--- config.mk ---
export PLATFORM = sky130hd
export DESIGN_NAME = decimated_finite_difference_engine
export DESIGN_NICKNAME = d
export VERILOG_FILES = /design/src/rtl/dfd_pkg.sv /design/src/rtl/dfd_div.sv /design/src/rtl/dfd_dp.sv /design/src/rtl/dfd_ctrl.sv /design/src/rtl/decimated_finite_difference_engine.sv
export SDC_FILE = /design/constraint.sdc
export NUM_CORES = 1
export LEC_CHECK = 0
export BUFFER_PORTS_ARGS = -buffer_cell sky130_fd_sc_hd__buf_2
export CAP_MARGIN = 0
export CELL_PAD_IN_SITES_DETAIL_PLACEMENT = 2
export CELL_PAD_IN_SITES_GLOBAL_PLACEMENT = 2
export CORE_MARGIN = 4
export CORE_UTILIZATION = 40
export CTS_CLUSTER_DIAMETER = 80
export DETAILED_ROUTE_END_ITERATION = 10
export GPL_TIMING_DRIVEN = 0
export PLACE_DENSITY = 0.84
export SLEW_MARGIN = 30
export SYNTH_ARGS = -nofsm -noshare
export SYNTH_HDL_FRONTEND = slang
export SYNTH_SLANG_ARGS = --single-unit
--- constraint.sdc ---
create_clock -name clk -period 8.5 [get_ports clk]
set_clock_uncertainty 0.05 [all_clocks]
set_input_delay 0.425 -clock clk [delete_from_list [all_inputs] [get_ports clk]]
set_output_delay 0.425 -clock clk [all_outputs]
set_load 0.01 [all_outputs]
--- src/rtl/dfd_pkg.sv ---
`default_nettype none

package dfd_pkg;

  localparam int SAMPLE_WIDTH = 32;
  localparam int STEP_WIDTH   = 16;
  localparam int D1_WIDTH     = SAMPLE_WIDTH + 1;
  localparam int D2_WIDTH     = SAMPLE_WIDTH + 2;
  localparam int D3_WIDTH     = SAMPLE_WIDTH + 3;
  localparam int KEPT_WIDTH   = 2;
  localparam int DIV_COUNT_WIDTH = $clog2(D1_WIDTH + 1);

  localparam logic [KEPT_WIDTH-1:0] KEPT_NONE = KEPT_WIDTH'(0);
  localparam logic [KEPT_WIDTH-1:0] KEPT_ONE  = KEPT_WIDTH'(1);
  localparam logic [KEPT_WIDTH-1:0] KEPT_MAX  = KEPT_WIDTH'(3);

  localparam logic [STEP_WIDTH-1:0] STEP_RESET = STEP_WIDTH'(1);

  typedef enum logic [2:0] {
    S_IDLE   = 3'b001,
    S_DIVIDE = 3'b010,
    S_COMMIT = 3'b100
  } state_t;

  typedef struct packed {
    logic capture;
    logic div_start;
    logic commit;
    logic cfg_write;
  } dfd_cmd_t;

  typedef struct packed {
    logic need_div;
    logic div_done;
    logic out_free;
  } dfd_status_t;

endpackage

`default_nettype wire

--- src/rtl/dfd_div.sv ---
`default_nettype none

module dfd_div (
  input  wire logic                              clk,
  input  wire logic                              rst,
  input  wire logic                              start,
  input  wire logic signed [dfd_pkg::D1_WIDTH-1:0] num,
  input  wire logic [dfd_pkg::STEP_WIDTH-1:0]    den,
  output logic                                   done,
  output logic signed [dfd_pkg::D1_WIDTH-1:0]    quot
);

  localparam int NW = dfd_pkg::D1_WIDTH;
  localparam int SW = dfd_pkg::STEP_WIDTH;
  localparam int CW = dfd_pkg::DIV_COUNT_WIDTH;

  logic          busy;
  logic [CW-1:0] count;
  logic [SW-1:0] rem;
  logic [NW-1:0] quo;
  logic [SW-1:0] divisor;
  logic          negative;

  logic [SW:0]   trial;
  logic [SW:0]   trial_sub;
  logic          fits;
  logic [NW-1:0] magnitude;

  assign magnitude = num[NW-1] ? (~num + NW'(1)) : num;
  assign trial     = {rem, quo[NW-1]};
  assign fits      = trial >= {1'b0, divisor};
  assign trial_sub = trial - {1'b0, divisor};
  assign quot      = $signed(negative ? (~quo + NW'(1)) : quo);

  always_ff @(posedge clk) begin
    if (rst) begin
      busy <= 1'b0;
      done <= 1'b0;
      count <= '0;
    end else begin
      done <= 1'b0;
      if (start) begin
        busy <= 1'b1;
        count <= '0;
      end else if (busy) begin
        count <= count + CW'(1);
        if (count == CW'(NW - 1)) begin
          busy <= 1'b0;
          done <= 1'b1;
        end
      end
    end
  end

  always_ff @(posedge clk) begin
    if (start) begin
      rem <= '0;
      quo <= magnitude;
      divisor <= den;
      negative <= num[NW-1];
    end else if (busy) begin
      rem <= fits ? trial_sub[SW-1:0] : trial[SW-1:0];
      quo <= {quo[NW-2:0], fits};
    end
  end

  assert property (@(posedge clk) disable iff (rst) start |-> !busy)
    else $error("Divider started while an item is still being divided.");

endmodule

`default_nettype wire

--- src/rtl/dfd_dp.sv ---
`default_nettype none

module dfd_dp (
  input  wire logic                                 clk,
  input  wire logic                                 rst,
  input  wire dfd_pkg::dfd_cmd_t                    cmd,
  output dfd_pkg::dfd_status_t                      status,
  input  wire logic signed [dfd_pkg::SAMPLE_WIDTH-1:0] sample_value,
  input  wire logic [dfd_pkg::STEP_WIDTH-1:0]       cfg_data,
  input  wire logic                                 out_stall,
  output logic                                      out_valid,
  output logic signed [dfd_pkg::D1_WIDTH-1:0]       first_deriv,
  output logic signed [dfd_pkg::D2_WIDTH-1:0]       second_deriv,
  output logic signed [dfd_pkg::D3_WIDTH-1:0]       third_deriv,
  output logic                                      first_valid,
  output logic                                      second_valid,
  output logic                                      third_valid
);

  localparam int XW = dfd_pkg::SAMPLE_WIDTH;
  localparam int SW = dfd_pkg::STEP_WIDTH;
  localparam int W1 = dfd_pkg::D1_WIDTH;
  localparam int W2 = dfd_pkg::D2_WIDTH;
  localparam int W3 = dfd_pkg::D3_WIDTH;
  localparam int KW = dfd_pkg::KEPT_WIDTH;

  logic [SW-1:0]        step;
  logic [SW-1:0]        phase;
  logic [KW-1:0]        kept;
  logic                 keep_item;
  logic signed [XW-1:0] sample_hold;
  logic signed [XW-1:0] last_kept_sample;
  logic signed [W1-1:0] newer_first;
  logic signed [W2-1:0] newer_second;

  logic signed [W1-1:0] div_num;
  logic signed [W1-1:0] div_quot;
  logic                 div_done;

  logic [SW-1:0]        phase_inc;
  logic [SW-1:0]        phase_next;
  logic [KW-1:0]        kept_next;
  logic signed [W2-1:0] second_new;
  logic signed [W3-1:0] third_new;
  logic                 has_first;
  logic                 has_second;
  logic                 has_third;

  assign div_num = W1'(sample_value) - W1'(last_kept_sample);

  dfd_div u_div (
    .clk   (clk),
    .rst   (rst),
    .start (cmd.div_start),
    .num   (div_num),
    .den   (step),
    .done  (div_done),
    .quot  (div_quot)
  );

  assign phase_inc  = phase + SW'(1);
  assign phase_next = (phase_inc >= step) ? '0 : phase_inc;
  assign kept_next  = (kept == dfd_pkg::KEPT_MAX) ? kept : kept + KW'(1);

  assign has_first  = keep_item && (kept != dfd_pkg::KEPT_NONE);
  assign has_second = keep_item && (kept != dfd_pkg::KEPT_NONE) && (kept != dfd_pkg::KEPT_ONE);
  assign has_third  = keep_item && (kept == dfd_pkg::KEPT_MAX);

  assign second_new = W2'(div_quot) - W2'(newer_first);
  assign third_new  = W3'(second_new) - W3'(newer_second);

  assign status.need_div = (phase == '0) && (kept != dfd_pkg::KEPT_NONE);
  assign status.div_done = div_done;
  assign status.out_free = !out_valid || !out_stall;

  always_ff @(posedge clk) begin
    if (rst) begin
      step <= dfd_pkg::STEP_RESET;
      phase <= '0;
      kept <= dfd_pkg::KEPT_NONE;
      out_valid <= 1'b0;
    end else begin
      if (cmd.commit) begin
        out_valid <= 1'b1;
      end else if (!out_stall) begin
        out_valid <= 1'b0;
      end
      if (cmd.cfg_write) begin
        if (cfg_data != '0) begin
          step <= cfg_data;
        end
        phase <= '0;
        kept <= dfd_pkg::KEPT_NONE;
      end else if (cmd.commit) begin
        phase <= phase_next;
        if (keep_item) begin
          kept <= kept_next;
        end
      end
    end
  end

  always_ff @(posedge clk) begin
    if (cmd.capture) begin
      sample_hold <= sample_value;
      keep_item <= (phase == '0);
    end
    if (cmd.commit) begin
      if (keep_item) begin
        last_kept_sample <= sample_hold;
      end
      if (has_first) begin
        newer_first <= div_quot;
      end
      if (has_second) begin
        newer_second <= second_new;
      end
      first_deriv  <= has_first ? div_quot : '0;
      second_deriv <= has_second ? second_new : '0;
      third_deriv  <= has_third ? third_new : '0;
      first_valid  <= has_first;
      second_valid <= has_second;
      third_valid  <= has_third;
    end
  end

  assert property (@(posedge clk) disable iff (rst) phase < step)
    else $error("Decimation phase has reached the step.");

  assert property (@(posedge clk) disable iff (rst)
    !cmd.cfg_write |=> kept >= $past(kept))
    else $error("Kept sample count fell without a restart.");

  assert property (@(posedge clk) disable iff (rst)
    out_valid |-> (!third_valid || second_valid) && (!second_valid || first_valid))
    else $error("A higher derivative is flagged without the lower ones.");

endmodule

`default_nettype wire

--- src/rtl/dfd_ctrl.sv ---
`default_nettype none

module dfd_ctrl (
  input  wire logic                 clk,
  input  wire logic                 rst,
  input  wire logic                 in_valid,
  output logic                      in_stall,
  input  wire logic                 cfg_valid,
  output logic                      cfg_ready,
  input  wire dfd_pkg::dfd_status_t status,
  output dfd_pkg::dfd_cmd_t         cmd
);

  dfd_pkg::state_t state;
  dfd_pkg::state_t state_next;
  logic            idle;

  assign idle      = (state == dfd_pkg::S_IDLE);
  assign cfg_ready = idle;
  assign in_stall  = !idle || cfg_valid;

  assign cmd.cfg_write = idle && cfg_valid;
  assign cmd.capture   = idle && in_valid && !cfg_valid;
  assign cmd.div_start = cmd.capture && status.need_div;
  assign cmd.commit    = (state == dfd_pkg::S_COMMIT) && status.out_free;

  always_comb begin
    state_next = state;
    case (state)
      dfd_pkg::S_IDLE: begin
        if (cmd.capture) begin
          state_next = status.need_div ? dfd_pkg::S_DIVIDE : dfd_pkg::S_COMMIT;
        end
      end
      dfd_pkg::S_DIVIDE: begin
        if (status.div_done) begin
          state_next = dfd_pkg::S_COMMIT;
        end
      end
      dfd_pkg::S_COMMIT: begin
        if (status.out_free) begin
          state_next = dfd_pkg::S_IDLE;
        end
      end
      default: begin
        state_next = dfd_pkg::S_IDLE;
      end
    endcase
  end

  always_ff @(posedge clk) begin
    if (rst) begin
      state <= dfd_pkg::S_IDLE;
    end else begin
      state <= state_next;
    end
  end

endmodule

`default_nettype wire

--- src/rtl/decimated_finite_difference_engine.sv ---
// Channel   Handshake              Payload
// input     in_valid / in_stall    sample_value
// output    out_valid / out_stall  first_deriv, second_deriv, third_deriv, *_valid
// config    cfg_valid / cfg_ready  step_size
//
// An item that is not kept, or is the first kept sample, goes from capture straight to its commit.
// A kept item that needs the first difference also waits in the divide state
// for the one-bit-per-cycle restoring divider that divides by the step.
// Reset is synchronous and active high; it sets the step to one and restarts.
// A stalled result waits in the output register; the next item is taken
// meanwhile and held at its commit until the register is free.
`default_nettype none

module decimated_finite_difference_engine (
  input  wire logic                                  clk,
  input  wire logic                                  rst,
  input  wire logic                                  in_valid,
  output logic                                       in_stall,
  input  wire logic signed [dfd_pkg::SAMPLE_WIDTH-1:0] sample_value,
  output logic                                       out_valid,
  input  wire logic                                  out_stall,
  output logic signed [dfd_pkg::D1_WIDTH-1:0]        first_deriv,
  output logic signed [dfd_pkg::D2_WIDTH-1:0]        second_deriv,
  output logic signed [dfd_pkg::D3_WIDTH-1:0]        third_deriv,
  output logic                                       first_valid,
  output logic                                       second_valid,
  output logic                                       third_valid,
  input  wire logic                                  cfg_valid,
  output logic                                       cfg_ready,
  input  wire logic [dfd_pkg::STEP_WIDTH-1:0]        step_size
);

  dfd_pkg::dfd_cmd_t    cmd;
  dfd_pkg::dfd_status_t status;

  dfd_ctrl u_ctrl (
    .clk       (clk),
    .rst       (rst),
    .in_valid  (in_valid),
    .in_stall  (in_stall),
    .cfg_valid (cfg_valid),
    .cfg_ready (cfg_ready),
    .status    (status),
    .cmd       (cmd)
  );

  dfd_dp u_dp (
    .clk          (clk),
    .rst          (rst),
    .cmd          (cmd),
    .status       (status),
    .sample_value (sample_value),
    .cfg_data     (step_size),
    .out_stall    (out_stall),
    .out_valid    (out_valid),
    .first_deriv  (first_deriv),
    .second_deriv (second_deriv),
    .third_deriv  (third_deriv),
    .first_valid  (first_valid),
    .second_valid (second_valid),
    .third_valid  (third_valid)
  );

endmodule

`default_nettype wire
## Word-level counts from Yosys, hierarchy flattened

Index checks and enable logic that the tools add are counted.

- Bits in registers: 349
- Latch bits: 0
- Bits in writable memories: 0
- Memory bits (read-only): 0
- Input bits: 53
- Output and inout bits: 108
- Logic and storage cells: 93
- Memories kept: 0

- Add/sub/neg operators: 9
- Multiply operators: 0
- Div/mod/pow operators: 0
- $lt $le $gt $ge: 2
- Eq/ne operators: 10
- Shift operators: 0
- Mux-type cells: 17
- Bitwise logic cells: 4
- Reductions and logical operators: 28

Operators with widths:

| kind | number |
|---|---|
| $mux W33 | 4 |
| $not A33 Y33 | 2 |
| $sub A34 B34 Y35 | 1 |
| $sub A33 B33 Y34 | 1 |
| $add A33 B1 Y33 const B | 1 |
| $add A33 B2 Y33 const B | 1 |
| $sub A32 B32 Y33 | 1 |
| $mux W16 | 2 |
| $ge A17 B16 Y1 | 1 |
| $add A16 B1 Y16 const B | 1 |
| $ge A16 B16 Y1 | 1 |
| $logic_not A16 Y1 | 1 |
| $reduce_bool A16 Y1 | 1 |
| $sub A16 B16 Y16 | 1 |
| $mux W3 | 4 |
| $ne A2 B1 Y1 const B | 5 |
| $logic_and A1 B1 Y1 | 9 |
| $pmux W3 S3 | 1 |
| $reduce_and A2 Y1 | 4 |
| $add A6 B1 Y6 const B | 1 |
| $eq A6 B6 Y1 const B | 1 |
| $mux W1 | 6 |
| $reduce_and A3 Y1 | 2 |
| $logic_not A1 Y1 | 4 |
| other kinds (10) | 14 |

## Depth between registers and ports, before layout

Gate-level depths: netlist (run 1).

- Word-level depth: 5
- Gate-level depth with buffers: 29
- Gate-level depth less buffers: 29

## Cells and area by module

From an unflattened synthesis (run 1), not the netlist that was laid out.

- Cells, all modules: 2078
- Area total of the unflattened synthesis: 20922.6 um^2

By module, submodules not included:

| module | times used | cells each | area each (um^2) | sequential area each (um^2) |
|---|---|---|---|---|
| dfd_dp | 1 | 1505 | 15752.6 | 7817.5 |
| dfd_div | 1 | 551 | 4968.5 | 1981.9 |
| dfd_ctrl | 1 | 22 | 201.4 | 60.1 |

## Worst setup path before layout (run 1)

OpenSTA, ideal clock, no wires.

- Path type: register -> register
- Start point: register u_ctrl.state[2]
- End point: register u_dp.newer_second[0] (enable)
- Library setup time: 0.468 ns
- Arrival: 5.731 ns
- Data required time: 7.982 ns
- Setup slack: 2.251 ns
- Stages on the path, launching flop included: 6
- Buffers on the path: 1
- Clock period less this slack: 6.249 ns
- Path through: dfxtp_1 > clkbuf_1 > nand3_1 > inv_1 > nand2_1 > nor3_1

RTL lines:

| what | RTL line | RTL |
|---|---|---|
| start, declared | dfd_ctrl.sv:14 | `dfd_pkg::state_t state;` |
| start signal, assigned | dfd_ctrl.sv:53 | `state <= dfd_pkg::S_IDLE;` |
| start signal, assigned | dfd_ctrl.sv:55 | `state <= state_next;` |
| end signal, assigned | dfd_dp.sv:116 | `newer_second <= second_new;` |
| end, declared | dfd_dp.sv:34 | `logic signed [W2-1:0] newer_second;` |

## Final worst setup path (run 1)

- Start point: register u_dp.u_div.quo[0]
- End point: register u_dp.third_deriv[30] in the netlist's numbering, data pin

- Cells in the longest elaborated chain, start to end: 5

RTL lines:

| what | RTL line | RTL |
|---|---|---|
| start, declared | dfd_div.sv:20 | `logic [NW-1:0] quo;` |
| start signal, assigned | dfd_div.sv:58 | `quo <= magnitude;` |
| start signal, assigned | dfd_div.sv:63 | `quo <= {quo[NW-2:0], fits};` |
| $not A33 Y33 | dfd_div.sv:33 | `assign quot = $signed(negative ? (~quo + NW'(1)) : quo);` |
| $add A33 B1 Y33 | dfd_div.sv:33 |  |
| $mux W33 | dfd_div.sv:33 |  |
| via u_dp.div_quot[8] | dfd_dp.sv:37 | `logic signed [W1-1:0] div_quot;` |
| $sub A33 B33 Y34 | dfd_dp.sv:69 | `assign second_new = W2'(div_quot) - W2'(newer_first);` |
| via u_dp.second_new[21] | dfd_dp.sv:43 | `logic signed [W2-1:0] second_new;` |
| $sub A34 B34 Y35 | dfd_dp.sv:70 | `assign third_new = W3'(second_new) - W3'(newer_second);` |
| end signal, assigned | dfd_dp.sv:120 | `third_deriv <= has_third ? third_new : '0;` |
| end, declared | dfd_dp.sv:14 | `output logic signed [dfd_pkg::D3_WIDTH-1:0] third_deriv,` |

The timed path passes the listed nets, and every way through them passes these cells.
A chain may end at the register's enable or synchronous reset.

==> results of run 1 <==
[cell type report]
cell class                      count  share of cell area [%]
Sequential cell                   349                    41.5
Multi-Input combinational cell   1398                    40.4
Clock buffer                       51                    4.69
Timing Repair Buffer              185                    4.61
Tap cell                          672                    3.54
Inverter                          189                    3.00
Clock inverter                     25                    1.35
Buffer                             58                   0.937
[report_power, final]
group	switching [W]	total [W]	internal [W]
clock network	0.000738	0.00191	0.00117
registers	0.0000334	0.00191	0.00188
logic	0.000348	0.000554	0.000206
[worst max-delay path, stage by stage (launching register included)]
cell and delay, ns:
edfxtp_1 0.48, inv_1 0.19, ha_1 0.21, nand2_1 0.09, or3_1 0.44, o31a_1 0.29
xor2_1 0.19, ha_1 0.40, and3_1 0.23, and4bb_1 0.20, o21a_1 0.16, nor2_1 0.08
o31ai_1 0.55, a311oi_2 0.24, o32ai_1 0.70, nor2_1 0.18, ha_1 0.40, a21oi_1 0.29
inv_1 0.09, a211oi_1 0.40, o31ai_1 0.22, o2111ai_1 0.30, a31oi_1 0.23, a21o_1 0.25
a21oi_1 0.18, xor2_1 0.17, nor2_1 0.06
[synthesized netlist by cell type, types with 16 or more instances]
library cell  number
nor2_1           153
edfxtp_1         287
mux2i_1           23
or3_1             16
nand2b_1          19
nor2b_1           24
dfxtp_1           62
clkbuf_1          51
ha_1             140
xor2_1            59
a21o_1            36
a21oi_1          138
xnor2_1          103
inv_1            189
nand3_1           34
a211oi_1          17
a31oi_1           16
and2_1            66
o21ai_0           96
nand2_1          124
nor3_1            51
o21bai_1          16
o21a_1            27
and3_1            34
[metal layers]
metal	up-vias	routed length [um]	GRT usage [%]
met5	-	0	0
met4	0	2780	9.62
met3	144	2460	2.95
met2	385	33300	43.5
met1	8221	28000	29.1
li1	7628	-	-
[registers in the layout, indices dropped and copies added (netlist names), 32 cells and up]
register               cells
u_dp.third_deriv          35
u_dp.newer_second         34
u_dp.second_deriv         34
u_dp.first_deriv          33
u_dp.newer_first          33
u_dp.u_div.quo            33
u_dp.last_kept_sample     32
u_dp.sample_hold          32
[worst max-delay path by stage]
stage	start	end	slack [ns]	cells past startpoint
finish	u_dp.u_div.quo[0]	u_dp.third_deriv[30]	0.95	26
detailed placement	u_dp.u_div.quo[0]	u_dp.third_deriv[30]	1.06	26
global placement	out_stall	u_dp.newer_second[2]	-0.15	6
CTS	u_dp.u_div.quo[0]	u_dp.third_deriv[30]	0.96	26
global route	u_dp.u_div.quo[0]	u_dp.third_deriv[32]	0.46	27
floorplan	u_ctrl.state[2]	u_dp.newer_second[0]	2.25	5
[per-stage QoR]
step | utilization (%) | hold slack (ns) | power [W] | instance area, um2
floorplan | - | 0.350 | 0.00230 | 20400
global placement | 43.8 | 0.350 | 0.00242 | 22000
detailed placement | 44.1 | 0.356 | 0.00246 | 22100
CTS | 47.3 | 0.00128 | 0.00441 | 23800
global route | 47.3 | 0.00488 | 0.00454 | 23800
finish | 47.3 | 0.0173 | 0.00438 | 23800
[layout by cell type (no fill, tap or decap), types with 15 or more instances in the layout]
master	count
a211oi_1	17
a21o_1	36
a21oi_1	138
a31oi_1	16
and2_1	66
and3_1	34
buf_2	163
clkbuf_1	57
clkbuf_16	43
dfxtp_1	62
dlygate4sd3_1	19
edfxtp_1	287
ha_1	140
inv_1	186
mux2i_1	23
nand2_1	124
nand2b_1	18
nand3_1	34
nand4_1	15
nor2_1	152
nor2b_1	24
nor3_1	50
o21a_1	27
o21ai_0	96
o21bai_1	16
o31a_1	15
or3_1	16
xnor2_1	103
xor2_1	59
[kinds of logic after synthesis]
family          Yosys count
flops                   349
fa+ha+maj               144
mux                      26
simple gates            602
compound gates          464
buf+inv                 247
xor+xnor                162
==> results by group, run 1 <==
Clock network
  – Longest Clk Path Bufs: 3
  – Reg clk slew, reported paths: 0.06 ns
  – Worst skew pair latency: 0.57 ns
  – Post-CTS setup buffer count: 0
  – CTS tree: built
  – Clk sink count: 349
  – CTS Hold Bufs: 19
  – CTS resizes: 0
  – H-tree depth: 2
  – Root Buffer: clkbuf_16
  – Cts bufs inserted: 41

Worst setup path
  – Worst setup EP type: flop
  – Reg-to-Reg Start: u_dp.u_div.quo[0]
  – Arr. time, crit path: slightly below 8 ns
  – CP Launch Type: flop
  – CP required: 8.74 ns
  – Crit path kind: flop to flop
  – R2r setup slk: 0.95 ns
  – Critical-path maximum fanout: 6
  – R2R cell count: 26
  – Critical R2R Capture: u_dp.third_deriv[30]

Synthesis
  – Simple-Gate Fraction of Synth Area: around 15%
  – Mapped cell area: 20400 um2
  – Syn avg cell area: 10.2 um2
  – Async set-reset flop share out of synthesis: 0%
  – Compound-Gate Fraction of Synth Area: 14.7%
  – Post-synthesis mux area share: 1.30%
  – Unique masters post-synth: 82
  – Adder-cell share of the synthesized area: approximately 9.0%
  – Post-synthesis register bit count: 349
  – Yosys top cell area share: 42.3%
  – Synth warn: 0
  – Main combinational cell family by area after synthesis: simple AND/OR/NAND/NOR gates
  – Top cells by area, synth: edfxtp_1, ha_1, dfxtp_1
  – XOR/XNOR Fraction of Synth Area: 6.96%
  – Prevailing post-synth register cell: edfxtp_1
  – Syn Inst Count: 1994
  – Yosys top cell by area: edfxtp_1
  – Sequential fraction of the synthesis area: 48.4%
  – Synthesized net count: 2191
  – Number of synthesized flops with an enable pin: 287

Route
  – Total length of routed wires: 66500 um
  – DR WL/cell: 22.7 um
  – DRT iter0 DRCs: 1052
  – Post-route DRC: 0
  – Antenna-violating nets left: 0
  – Via count: 16378
  – Vias/cell: 5.60
  – Initial DRT Pass Iterations: 5

STA
  – Hold Fails Final Rpt: 0
  – Setup ws final: ~0.95 ns
  – Fin crit period: 7.55 ns
  – Max Slew Vio Count: 0
  – Period utilisation layout: approximately nine tenths
  – Slew HR: 46.5%
  – Unrepaired setup endpoints after global routing: false
  – Max frequency: 132 MHz
  – Final setup fails: 0
  – Final setup TNS: 0 ns
  – Worst-Margin Slew: 0.802 ns

Layout
  – Register area: 9860 um2
  – Fill count: 5223
  – # diodes: 0
  – Multi-input gate area: just under 10000 um2
  – Share of cells above drive strength 1: between 10% and 20%
  – Synth-to-layout area growth: 16.7%
  – Nets: between 2000 and 2500
  – Layout Cells excl Fill: between 2000 and 3000

Placed design
  – PortBufs: 160
  – Dpl cells: 2832
  – Routability Congestion: between 0.8 and 0.9
  – DP Wirelength: 48800 um
  – Worst slack, placed: 1.06 ns

Floorplan
  – Top-level I/O count: 161
  – Core Area: 50300 um2
  – Die Area: 54600 um2
  – Die H: 234 um
  – Initial core utilization: 40.5%
  – Rows: 82
  – Die width: 234 um

Flow run
  – Maxcap violations: 0

Pwr
  – Power density over the cells: 184 nW/um2
  – Worst vdd ir: about 0.00016 V
  – Leakage: 9.83 nW

Worst hold path
  – Hold Path End: u_dp.sample_hold[31]
  – WHS Path Cells: 1
  – Worst hold path class: input port to flop
  – Hold path start: sample_value[31]

Global routing
  – Global Route Usage Sum: 24.1%
  – First-pass GRT wire length: 104000 um
  – Pin count of the biggest net entering global routing: 78
  – Grt ovf: 0
  – Number of global-route vias before repair: around 18000
  – Initial antenna violation count: 1

Status
  – Status: complete, no violations
Power figures use the tool's default switching activity.
==> run 2: changes to the inputs <==
Settings changed: CTS_BUF_LIST set to sky130_fd_sc_hd__clkbuf_16, PLACE_DENSITY 0.84 to 0.79.
==> results by group, run 2 (synthesized netlist as in run 1, its figures left out) <==
Pwr
  – Sw frac: 25.9% (+0.32 points)
  – Worst vdd ir: 0.000252 V (+58%)
  – Internal power component: 0.00311 W (-4.7%)
  – Sequential share of power: 45.6% (+1.9 points)
  – Combinational share of power: 12.6% (about the same)
  – PnR Total Power: 0.00419 W (-4.3%)
  – Power density over the cells: 177 nW/um2 (-4.1%)
  – Net switching power: 0.00108 W (-3.1%)
  – Leakage: 9.85 nW (+0.19%)
  – Clock power frac: 41.9% (-1.7 points)

Global routing
  – Grt ovf: 0 (unchanged)
  – Initial antenna violation count: 1 (unchanged)
  – Pin count of the biggest net entering global routing: 62 (-21%)
  – First-pass GRT wire length: 98300 um (-5.6%)
  – Global Route Usage Sum: 22.5% (-1.6 points)
  – Number of global-route vias before repair: 17715 (-3.1%)

Route
  – Post-route DRC: 0 (unchanged)
  – Total length of routed wires: 62300 um (-6.4%)
  – Antenna-violating nets left: 0 (unchanged)
  – DR WL/cell: 21.2 um (-6.6%)
  – DRT iter0 DRCs: 703 (-33%)
  – Vias/cell: 5.43 (-2.9%)
  – Initial DRT Pass Iterations: 5 (unchanged)
  – Via count: 15938 (-2.7%)

Clock network
  – Cts bufs inserted: 42 (+2.4%)
  – Longest Clk Path Bufs: 3 (unchanged)
  – Post-CTS setup buffer count: 0 (unchanged)
  – H-tree depth: 2 (unchanged)
  – Clk sink count: 349 (unchanged)
  – Reg clk slew, reported paths: 0.06 ns (about the same)
  – Root Buffer: clkbuf_16
  – Worst skew pair latency: 0.57 ns (about the same)
  – CTS tree: built

Floorplan
  – Rows: 82 (unchanged)
  – Die H: 234 um (unchanged)
  – Top-level I/O count: 161 (unchanged)
  – Die Area: 54600 um2 (unchanged)
  – Initial core utilization: 40.5% (unchanged)
  – Die width: 234 um (unchanged)
  – Core Area: 50300 um2 (unchanged)

Status
  – Status: complete, no violations

Worst setup path
  – CP Launch Type: flop
  – Crit. Startpoint: u_dp.u_div.quo[0]
  – CP required: 8.75 ns (about the same)
  – Crit path kind: flop to flop
  – Critical-path maximum fanout: 6 (unchanged)
  – Arr. time, crit path: 8.09 ns (+0.30 ns)
  – Worst setup EP type: flop
  – Reg-to-Reg Start: u_dp.u_div.quo[0]

STA
  – Max Slew Vio Count: 0 (unchanged)
  – Hold Fails Final Rpt: 0 (unchanged)
  – Max frequency: 128 MHz (-3.7%)
  – Period utilisation layout: 92.2% (+3.4 points)
  – Unrepaired setup endpoints after global routing: false
  – Final setup fails: 0 (unchanged)
  – Worst-Margin Slew: 0.800 ns (-0.00147 ns)
  – Slew HR: 46.2% (-0.28 points)
  – Fin crit period: 7.84 ns (+0.291 ns)

Worst hold path
  – Worst hold path class: input port to flop
  – Hold path start: sample_value[24]

Flow run
  – Maxcap violations: 0 (unchanged)

Placed design
  – Routability Congestion: 0.834 (-3.8%)
  – DP Wirelength: 48200 um (-1.3%)
  – PortBufs: 160 (unchanged)

Layout
  – Share of cells above drive strength 1: 11.9% (-0.076 points)
  – Largest register FFs: 35 (unchanged)
  – Synth-to-layout area growth: 16.5%
  – Most frequent cells in the layout: edfxtp_1, inv_1, buf_2, nor2_1, ha_1
  – Core Util, Final: 47.2% (-0.077 points)
  – Top Registers: u_dp.third_deriv x35, u_dp.newer_second x34, u_dp.second_deriv x34
  – Nets: 2426 (+0.29%)
  – # diodes: 0 (unchanged)
  – Most common cell after layout, fill and taps aside: edfxtp_1
  – Largest reg by FF count: u_dp.third_deriv
run 2: changes by cell type in the layout (fill, tap and decap cells not counted), sizes merged:
cell         change
inv             +12
clkbuf           -9
bufinv           -4
dlygate4sd3      +4
buf              +2
clkinv           +1
run 2: path summary, 6_finish.rpt:
| path | slack (ns) | end | cells after the start |
|---|---|---|---|
| worst max-delay path | 0.66 | u_dp.third_deriv[30] | 26 |
| worst min-delay path | 0.03 | u_dp.sample_hold[24] | 1 |
| worst min register to register | 0.36 | u_dp.last_kept_sample[8] | 0 |
| worst max register to register | 0.66 | u_dp.third_deriv[30] | 26 |
run 2: per-layer routing:
metal	global-route usage, %	vias up	routed length, um
met5	0	-	0
met4	6.65	0	1790
met3	2.52	93	1800
met2	41.0	217	31500
met1	28.1	7985	27200
li1	-	7643	-
run 2: final cells by class:
cell class	instances	area, um2
Fill cell	5291	26500
Sequential cell	349	9860
Multi-Input combinational cell	1398	9600
Timing Repair Buffer	191	1170
Clock buffer	42	1050
Tap cell	672	841
Inverter	189	714
Clock inverter	34	273
Buffer	58	223
run 2: power groups by stage:
stage	Sequential, W	Combinational [W]	Clock (W)
final	0.00191	0.000526	0.00175
after CTS	0.00191	0.000527	0.00181
after detailed placement	0.00195	0.000512	0
after global placement	0.00194	0.000480	0
after floorplan	0.00194	0.000362	0
after global routing	0.00192	0.000585	0.00187
run 2: worst max-delay path, cell delays in order (launching register included):
cell and delay, ns:
edfxtp_1 0.47, inv_1 0.18, ha_1 0.18, nand2_1 0.07, or3_1 0.44, o31a_1 0.30, xor2_1 0.19, ha_1 0.41
and3_1 0.23, and4bb_1 0.20, o21a_1 0.17, nor2_1 0.08, o31ai_1 0.70, a311oi_2 0.26, o32ai_1 0.68, nor2_1 0.18
ha_1 0.40, a21oi_1 0.29, inv_1 0.11, a211oi_1 0.50, o31ai_1 0.24, o2111ai_1 0.34, a31oi_1 0.23, a21o_1 0.23
a21oi_1 0.17, xor2_1 0.18, nor2_1 0.07
run 2: through the flow:
stage               instance area, um2  hold slack [ns]  cells  worst slack [ns]  setup TNS, ns
global placement                 22000            0.351   2826            -0.358         -12.01
floorplan                        20400            0.350   1994              2.25              0
CTS                              23700        0.0000111   2933             0.702              0
detailed placement               22200            0.356   2834             0.879              0
finish                           23700           0.0258   2933             0.659              0
global route                     23700          0.00891   2933             0.213              0
run 2: what timing repair did:
item	4_1_cts	5_1_grt
hold buffers	23	0
endpoints found under the hold margin	23	0
resized for setup	0	0
